$ cat src/rtl/lpfd_pkg.sv
package lpfd_pkg;

  // Parser phase: which part of the message the next byte belongs to
  typedef enum logic [1:0] {
    PH_COUNT   = 2'd0,
    PH_SIZE    = 2'd1,
    PH_PAYLOAD = 2'd2,
    PH_ERROR   = 2'd3
  } phase_t;

  // Class reported with every byte
  typedef enum logic [1:0] {
    CLS_COUNT   = 2'd0,
    CLS_SIZE    = 2'd1,
    CLS_PAYLOAD = 2'd2,
    CLS_DISCARD = 2'd3
  } byte_class_t;

  // Width of the assembled header value
  localparam int unsigned FIELD_W = 32;
  // Header bytes that contribute to the value; later ones are ignored
  localparam int unsigned FIELD_BYTES = FIELD_W / 8;

  // One result transaction
  typedef struct packed {
    byte_class_t          byte_class;
    logic [7:0]           data_out;
    logic [FIELD_W-1:0]   frame_number;
    logic                 frame_done;
    logic                 message_done;
    logic                 zero_count_error;
  } result_t;

endpackage

$ cat src/rtl/length_prefixed_frame_deframer.sv
// Channel  | Handshake          | Payload
// ---------+--------------------+------------------------------------------------
// in       | in_valid/in_stall  | in_rx_byte
// out      | out_valid/out_stall| out_byte_class, out_data_out, out_frame_number,
//          |                    | out_frame_done, out_message_done,
//          |                    | out_zero_count_error
//
// One byte per cycle while out_stall is low; a byte's result reaches the out ports
// through the input register, then parser logic into the result register.
// The parser state advances only when a byte moves into the result register.
// Reset (rst_n low, synchronous) empties both registers and returns the parser
// to waiting for a frame count; a zero frame count locks it in discard until
// reset. out_stall backs up through the result and input registers to in_stall.
module length_prefixed_frame_deframer #(
  parameter int unsigned HEADER_BYTES = 4
) (
  input  logic        clk,
  input  logic        rst_n,
  input  logic        in_valid,
  output logic        in_stall,
  input  logic [7:0]  in_rx_byte,
  output logic        out_valid,
  input  logic        out_stall,
  output logic [1:0]  out_byte_class,
  output logic [7:0]  out_data_out,
  output logic [31:0] out_frame_number,
  output logic        out_frame_done,
  output logic        out_message_done,
  output logic        out_zero_count_error
);

  logic              stage_valid;
  logic [7:0]        stage_byte;
  logic              out_ready;
  logic              advance;
  lpfd_pkg::result_t parse_res;
  lpfd_pkg::result_t res_r;
  lpfd_pkg::phase_t  phase;

  // Move a byte through the parser when the result register can take it
  assign advance = stage_valid && out_ready;

  lpfd_in_reg u_in_reg (
    .clk        (clk),
    .rst_n      (rst_n),
    .in_valid   (in_valid),
    .in_stall   (in_stall),
    .in_rx_byte (in_rx_byte),
    .take       (out_ready),
    .valid_r    (stage_valid),
    .byte_r     (stage_byte)
  );

  lpfd_parser #(
    .HEADER_BYTES (HEADER_BYTES)
  ) u_parser (
    .clk     (clk),
    .rst_n   (rst_n),
    .advance (advance),
    .rx_byte (stage_byte),
    .res     (parse_res),
    .phase   (phase)
  );

  lpfd_out_reg u_out_reg (
    .clk        (clk),
    .rst_n      (rst_n),
    .load_valid (stage_valid),
    .load_res   (parse_res),
    .ready      (out_ready),
    .out_valid  (out_valid),
    .out_stall  (out_stall),
    .res_r      (res_r)
  );

  // Drive the result ports
  assign out_byte_class       = res_r.byte_class;
  assign out_data_out         = res_r.data_out;
  assign out_frame_number     = res_r.frame_number;
  assign out_frame_done       = res_r.frame_done;
  assign out_message_done     = res_r.message_done;
  assign out_zero_count_error = res_r.zero_count_error;

  // A message ends only on a byte that also ends a frame
  a_msg_implies_frame: assert property (@(posedge clk) disable iff (!rst_n)
    out_valid && out_message_done |-> out_frame_done)
    else $error("message_done without frame_done");

  // A zero frame count leaves the parser in discard
  a_zero_count_locks: assert property (@(posedge clk) disable iff (!rst_n)
    out_valid && out_zero_count_error |-> phase == lpfd_pkg::PH_ERROR)
    else $error("zero frame count did not lock the parser");

  // Once in discard the parser never leaves it before reset
  a_error_sticky: assert property (@(posedge clk) disable iff (!rst_n)
    phase == lpfd_pkg::PH_ERROR |=> phase == lpfd_pkg::PH_ERROR)
    else $error("parser left discard without reset");

  // The input side stalls only while a byte is waiting in the input register
  a_stall_needs_byte: assert property (@(posedge clk) disable iff (!rst_n)
    in_stall |-> stage_valid && out_valid && out_stall)
    else $error("input stalled with no backed-up byte");

endmodule

$ cat src/rtl/lpfd_in_reg.sv
module lpfd_in_reg (
  input  logic       clk,
  input  logic       rst_n,
  input  logic       in_valid,
  output logic       in_stall,
  input  logic [7:0] in_rx_byte,
  input  logic       take,
  output logic       valid_r,
  output logic [7:0] byte_r
);

  // Hold the byte while it waits for the parser
  assign in_stall = valid_r && !take;

  // Track occupancy of the input register
  always_ff @(posedge clk) begin
    if (!rst_n) begin
      valid_r <= 1'b0;
    end else if (!in_stall) begin
      valid_r <= in_valid;
    end
  end

  // Load a new byte whenever the register is free or being drained
  always_ff @(posedge clk) begin
    if (!in_stall && in_valid) begin
      byte_r <= in_rx_byte;
    end
  end

endmodule

$ cat src/rtl/lpfd_parser.sv
module lpfd_parser #(
  parameter int unsigned HEADER_BYTES = 4
) (
  input  logic                 clk,
  input  logic                 rst_n,
  input  logic                 advance,
  input  logic [7:0]           rx_byte,
  output lpfd_pkg::result_t    res,
  output lpfd_pkg::phase_t     phase
);

  localparam int unsigned PW = (HEADER_BYTES > 1) ? $clog2(HEADER_BYTES) : 1;
  localparam int unsigned FW = lpfd_pkg::FIELD_W;
  localparam logic [PW-1:0] POS_LAST = PW'(HEADER_BYTES - 1);

  lpfd_pkg::phase_t phase_r, phase_nxt;
  logic [PW-1:0]    pos_r, pos_nxt;
  logic [FW-1:0]    frames_r, frames_nxt;
  logic [FW-1:0]    len_r, len_nxt;
  logic [FW-1:0]    idx_r, idx_nxt;
  logic [FW-1:0]    seen_r, seen_nxt;

  logic [PW-1:0]    pos_inc;
  logic             last_hdr;
  logic [FW-1:0]    cnt_acc;
  logic [FW-1:0]    len_acc;
  logic [FW-1:0]    idx_inc;
  logic [FW-1:0]    seen_inc;
  logic             close_frm;

  // OR a header byte into its little-endian lane; bytes past the fourth drop
  function automatic logic [FW-1:0] put_byte(input logic [FW-1:0] acc,
                                             input logic [PW-1:0] pos,
                                             input logic [7:0]    b);
    logic [FW-1:0] r;
    r = acc;
    for (int k = 0; k < lpfd_pkg::FIELD_BYTES; k++) begin
      if ({{(8-PW){1'b0}}, pos} == 8'(k)) begin
        r[8*k +: 8] = acc[8*k +: 8] | b;
      end
    end
    return r;
  endfunction

  assign pos_inc  = pos_r + 1'b1;
  assign last_hdr = (pos_r == POS_LAST);
  assign cnt_acc  = put_byte(frames_r, pos_r, rx_byte);
  assign len_acc  = put_byte(len_r, pos_r, rx_byte);
  assign idx_inc  = idx_r + 1'b1;
  assign seen_inc = seen_r + 1'b1;
  assign phase    = phase_r;

  // Classify the byte and work out the next parser state
  always_comb begin
    phase_nxt  = phase_r;
    pos_nxt    = pos_r;
    frames_nxt = frames_r;
    len_nxt    = len_r;
    idx_nxt    = idx_r;
    seen_nxt   = seen_r;
    close_frm  = 1'b0;

    res                  = '0;
    res.byte_class       = lpfd_pkg::CLS_DISCARD;
    res.data_out         = rx_byte;

    unique case (phase_r)
      lpfd_pkg::PH_COUNT: begin
        res.byte_class = lpfd_pkg::CLS_COUNT;
        frames_nxt     = cnt_acc;
        pos_nxt        = pos_inc;
        if (last_hdr) begin
          pos_nxt = '0;
          if (cnt_acc == '0) begin
            res.zero_count_error = 1'b1;
            phase_nxt            = lpfd_pkg::PH_ERROR;
          end else begin
            phase_nxt = lpfd_pkg::PH_SIZE;
            idx_nxt   = '0;
            len_nxt   = '0;
            seen_nxt  = '0;
          end
        end
      end
      lpfd_pkg::PH_SIZE: begin
        res.byte_class   = lpfd_pkg::CLS_SIZE;
        res.frame_number = idx_r;
        len_nxt          = len_acc;
        pos_nxt          = pos_inc;
        if (last_hdr) begin
          pos_nxt  = '0;
          seen_nxt = '0;
          if (len_acc == '0) begin
            close_frm = 1'b1;
          end else begin
            phase_nxt = lpfd_pkg::PH_PAYLOAD;
          end
        end
      end
      lpfd_pkg::PH_PAYLOAD: begin
        res.byte_class   = lpfd_pkg::CLS_PAYLOAD;
        res.frame_number = idx_r;
        seen_nxt         = seen_inc;
        if (seen_inc >= len_r) begin
          close_frm = 1'b1;
        end
      end
      lpfd_pkg::PH_ERROR: begin
        res.byte_class = lpfd_pkg::CLS_DISCARD;
      end
      default: begin
        res.byte_class = lpfd_pkg::CLS_DISCARD;
      end
    endcase

    // Close the frame; end the message after its last frame
    if (close_frm) begin
      res.frame_done = 1'b1;
      idx_nxt        = idx_inc;
      seen_nxt       = '0;
      pos_nxt        = '0;
      len_nxt        = '0;
      if (idx_inc == frames_r) begin
        res.message_done = 1'b1;
        phase_nxt        = lpfd_pkg::PH_COUNT;
        frames_nxt       = '0;
        idx_nxt          = '0;
      end else begin
        phase_nxt = lpfd_pkg::PH_SIZE;
      end
    end
  end

  // Advance the state once per processed byte
  always_ff @(posedge clk) begin
    if (!rst_n) begin
      phase_r  <= lpfd_pkg::PH_COUNT;
      pos_r    <= '0;
      frames_r <= '0;
      len_r    <= '0;
      idx_r    <= '0;
      seen_r   <= '0;
    end else if (advance) begin
      phase_r  <= phase_nxt;
      pos_r    <= pos_nxt;
      frames_r <= frames_nxt;
      len_r    <= len_nxt;
      idx_r    <= idx_nxt;
      seen_r   <= seen_nxt;
    end
  end

endmodule

$ cat src/rtl/lpfd_out_reg.sv
module lpfd_out_reg (
  input  logic              clk,
  input  logic              rst_n,
  input  logic              load_valid,
  input  lpfd_pkg::result_t load_res,
  output logic              ready,
  output logic              out_valid,
  input  logic              out_stall,
  output lpfd_pkg::result_t res_r
);

  // Accept a new result when empty or when the held one leaves
  assign ready = !out_valid || !out_stall;

  // Track occupancy of the result register
  always_ff @(posedge clk) begin
    if (!rst_n) begin
      out_valid <= 1'b0;
    end else if (ready) begin
      out_valid <= load_valid;
    end
  end

  // Capture the result payload
  always_ff @(posedge clk) begin
    if (ready && load_valid) begin
      res_r <= load_res;
    end
  end

endmodule
$ cat config.mk
export PLATFORM = sky130hd
export DESIGN_NAME = length_prefixed_frame_deframer
export DESIGN_NICKNAME = d
export VERILOG_FILES = /design/src/rtl/lpfd_pkg.sv /design/src/rtl/length_prefixed_frame_deframer.sv /design/src/rtl/lpfd_in_reg.sv /design/src/rtl/lpfd_parser.sv /design/src/rtl/lpfd_out_reg.sv
export SDC_FILE = /design/constraint.sdc
export NUM_CORES = 1
export LEC_CHECK = 0
export BUFFER_PORTS_ARGS = -buffer_cell sky130_fd_sc_hd__buf_4
export CORE_MARGIN = 1.5
export CORE_UTILIZATION = 55
export CTS_BUF_LIST = sky130_fd_sc_hd__clkbuf_2
export DETAILED_ROUTE_END_ITERATION = 16
export GPL_TIMING_DRIVEN = 0
export PLACE_DENSITY_LB_ADDON = 0.1
export SETUP_SLACK_MARGIN = 0.3
export SLEW_MARGIN = 20
export SYNTH_ARGS = -nofsm -noshare
export SYNTH_HDL_FRONTEND = slang
export SYNTH_SLANG_ARGS = --single-unit
export TNS_END_PERCENT = 100
$ cat constraint.sdc
create_clock -name clk -period 3.8 [get_ports clk]
set_input_delay 0.76 -clock clk [delete_from_list [all_inputs] [get_ports clk]]
set_output_delay 0.76 -clock clk [all_outputs]
set_load 0.02 [all_outputs]
==> impl_metrics.csv <==
group,metric,value,unit
outcome,status,"finished with violations",
outcome,violations,"setup timing",
worst_setup_path,worst-path-buf-inv,4,
worst_setup_path,required,4.60,ns
timing,min_period_over_period,112,%
worst_setup_path,crit_family,"simple AND/OR/NAND/NOR gates",
grt,antenna_found_initial,1,
power_and_ir_drop,intPower,2.46,mW
grt,grt.total_usage,31.2,%
drt,drt_pass1_iterations,7,
grt,grt_max_degree,36,
drt,drtIter0Drc,884,
timing,worst_pin_slew,1.02,ns
worst_setup_path,crit_chain,"nand3_1 -> nor2_2 -> nand4_1 -> nor2_4 -> nand2_4 -> nor3_2 -> xor2_1 -> ha_1 -> nand4_1 -> buf_4 -> o221ai_2 -> a22o_4 -> o31a_4 -> buf_12 -> nor2b_4 -> buf_8 -> buf_6 -> nand3_2 -> a21boi_2",
clock_network,clock-sinks,187,
final_layout,nNetsFinal,1422,
timing,rsz0062_at_grt,"yes",
power_and_ir_drop,pwr-share-clk,32.7,%
yosys,syn_inst,1213,
min_path,hold_path_class,"in -> reg",
yosys,ys_seq_area_share,40.7,%
worst_setup_path,worstRegToRegCells,19,
timing,slew_headroom,31.3,%
drt,wl_per_cell,20.0,µm
worst_setup_path,rrSetupSlack,-0.46,ns
floorplanning,pin_count,59,
min_path,hold_start,"in_rx_byte[6]",
drt,final_antenna_net_count,0,
worst_setup_path,critPathLaunchType,"register",
worst_setup_path,cp_max_fo,6,
clock_network,root_buffer,"clkbuf_2",
worst_setup_path,cp_slowest_stage_delay,0.44,ns
yosys,yosys_warnings,0,
power_and_ir_drop,combPwrFrac,7.9,%
power_and_ir_drop,p_switching,1.09,mW
min_path,hold_end,"u_in_reg.byte_r[6]",
yosys,async_reset_ff_share,0,%
worst_setup_path,cpMostUsedCell,"nand4_1",
final_layout,drive_above_1_share,27.6,%
grt,grt_pass1_vias,9251,
job,maxCapViolCount,0,
power_and_ir_drop,peakVddDrop,0.000226,V
yosys,post-synth-top-count-cell,"dfxtp_1",
timing,setup_viol,132,
final_layout,final.fill_count,1454,
power_and_ir_drop,cellLeakagePower,4.97,nW
place,gp_congestion,0.943,
clock_network,clkTransAtPathRegs,0.36,ns
yosys,synth_top_area_share,25.6,%
timing,fmax,235,MHz
clock_network,cts_buffers,17,
yosys,syn_area,10500,µm²
timing,setup_ws,-0.458,ns
power_and_ir_drop,power.density,268,nW/µm²
clock_network,htreeDepth,4,
grt,grt_pass1_wl,48500,µm
yosys,synth_cell_types,79,
power_and_ir_drop,swShare,30.7,%
yosys,ys_ff_latch,187,
yosys,syn_nets,1267,
drt,routed_wl,32400,µm
worst_setup_path,arrival,5.05,ns
floorplanning,dieArea,19900,µm²
clock_network,worstSkewPairLatency,0.88,ns
min_path,hold_depth,1,
worst_setup_path,cp-end-kind,"register",
timing,slew_viol_final,0,
floorplanning,core-area,18700,µm²
place,place_ws,-0.954,ns
yosys,synth_edf_count,53,
floorplanning,die_h,141,µm
floorplanning,rows,50,
clock_network,cts_tree,"done",
floorplanning,initial_core_util,56.1,%
timing,period_minus_slack,4.26,ns
drt,vias,10100,
drt,viasPerCell,6.22,
worst_setup_path,crit_type,"reg -> reg",
power_and_ir_drop,totalPowerFinal,3.55,mW
worst_setup_path,r2r_end,"u_parser.seen_r[17]",
power_and_ir_drop,seqPwrFrac,59.4,%
timing,skew,0.0455,ns
yosys,synth_commonest_cells,"134 x dfxtp_1, 107 x nor2_1, 102 x nand2_1",
timing,hold_viol,0,
place,hpwl,21200,µm
floorplanning,die_x,141,µm
drt,drc,0,
place,port_buffers,58,
yosys,synth_area_leaders,"dfxtp_1 26%, edfxtp_1 15%, ha_1 5.0%",
grt,grt_overflow,0,
worst_setup_path,r2r-start,"u_parser.seen_r[14]",
yosys,yosys.area.top_type,"dfxtp_1",
worst_setup_path,slowest_stage,"dfxtp_2",
yosys,synth_ff_type,"dfxtp_1",
yosys,avgSynthCellArea,8.65,µm²
clock_network,cts_buffer_depth,2,
final_layout,syn2layout_area_growth,26.1,%
state kept, by name, indices dropped and copies added, names as in the netlist:
signal               flops
u_out_reg.res_r         45
u_in_reg.valid_r         1
u_parser.phase           2
u_parser.idx_r          32
u_out_reg.out_valid      1
u_parser.seen_r         32
u_in_reg.byte_r          8
u_parser.frames_r       32
u_parser.pos_r           2
u_parser.len_r          32
power by group through the flow:
stage	Sequential, mW	Clock, mW	Combinational [mW]
6_report	2.11	1.16	0.279
3_3_place_gp	2.15	0	0.240
3_5_place_dp	2.15	0	0.246
5_1_grt	2.12	1.25	0.294
4_1_cts	2.11	1.16	0.262
2_1_floorplan	2.18	0	0.118
metal layers:
metal  global-route usage [%]  vias to the layer above  part of all wire [%]
li1                         -                     4698                     -
met1                     37.6                     4770                    40
met2                     54.1                      471                    49
met3                     4.76                      119                   6.1
met4                     15.7                        0                   5.0
met5                        0                        -                     0
worst max path at each step:
stage / startpoint / end / slack (ns) / depth (start not counted)
global route: u_parser.seen_r[12] / u_parser.seen_r[14] / -0.57 / 19
floorplan: u_parser.seen_r[1] / u_parser.idx_r[7] / 0.14 / 18
finish: u_parser.seen_r[14] / u_parser.seen_r[17] / -0.46 / 19
CTS: u_parser.seen_r[0] / u_parser.idx_r[7] / -0.29 / 19
global placement: out_stall / u_parser.seen_r[2] / -1.09 / 9
detailed placement: u_parser.seen_r[12] / u_parser.idx_r[25] / -0.95 / 16
worst register-to-register path, cell delays in order (launching register included):
cell	delay [ns]
dfxtp_2	0.44
nand3_1	0.13
nor2_2	0.20
nand4_1	0.26
nor2_4	0.25
nand2_4	0.13
nor3_2	0.19
xor2_1	0.33
ha_1	0.31
nand4_1	0.16
buf_4	0.14
o221ai_2	0.10
a22o_4	0.30
o31a_4	0.34
buf_12	0.15
nor2b_4	0.15
buf_8	0.16
buf_6	0.15
nand3_2	0.09
a21boi_2	0.18
per-stage QoR:
step | hold slack [ns] | cell area, µm² | setup TNS, ns | utilization (%) | cells
finish | 0.0204 | 13200 | -47.75 | 70.7 | 1616
global placement | 0.427 | 11400 | -110.38 | 60.7 | 1505
floorplan | 0.421 | 10600 | 0 | - | 1213
CTS | 0.00473 | 12700 | -24.20 | 67.8 | 1589
detailed placement | 0.432 | 11400 | -91.66 | 60.8 | 1506
global route | -0.0181 | 13200 | -59.89 | 70.7 | 1616
what timing repair did:
action	CTS	global route
pin swaps	67	31
endpoints found under the setup margin	134	134
hold endpoints to repair	0	3
setup buffers	41	21
gates resized for setup	176	81
cloned	10	2
hold buffers	0	3
cell families after synthesis:
group / Yosys count / share of synthesized area (%)
AOI/OAI and AO/OA: 264 / 16.8
DFF: 187 / 40.7
buffers and inverters: 149 / 6.24
xor gates and xnor gates: 67 / 5.59
adders and majority gates: 42 / 5.01
muxes: 3 / 0.298
and+or+nand+nor: 501 / 25.3
cell type report:
| class | count | area [µm²] | share of cell area, % |
|---|---|---|---|
| Clock inverter | 15 | 201 | 1.52 |
| Inverter | 64 | 243 | 1.84 |
| Sequential cell | 187 | 4300 | 32.5 |
| Timing Repair Buffer | 136 | 1250 | 9.48 |
| Clock buffer | 17 | 85.1 | 0.643 |
| Multi-Input combinational cell | 877 | 6260 | 47.3 |
| Buffer | 85 | 589 | 4.46 |
| Antenna cell | 1 | 2.50 | 0.0189 |
| Tap cell | 234 | 293 | 2.21 |
layout by cell type (no fill, tap or decap), types with 11 or more instances in the layout:
cell type | Yosys | routed
edfxtp_1 | 53 | 53
nand3_2 | 0 | 21
nor2_2 | 0 | 19
a211o_1 | 11 | 11
buf_2 | 19 | 12
o22ai_2 | 0 | 11
ha_1 | 42 | 41
nor2_1 | 107 | 83
nor3_1 | 38 | 34
nand4_1 | 35 | 35
a21o_1 | 20 | 20
dfxtp_1 | 134 | 121
xnor2_1 | 49 | 38
nand3_1 | 68 | 45
buf_6 | 6 | 32
inv_1 | 64 | 62
xnor2_2 | 0 | 11
or3_1 | 17 | 17
a21oi_1 | 57 | 42
a31oi_1 | 44 | 44
and2_1 | 34 | 34
buf_4 | 7 | 110
a21oi_2 | 0 | 13
o21ai_0 | 31 | 18
xor2_1 | 18 | 16
nand2_1 | 102 | 99
clkbuf_2 | 0 | 19
clkbuf_1 | 46 | 33
nor4_1 | 24 | 23
a21boi_1 | 0 | 14
(Power assumes the default switching activity.)
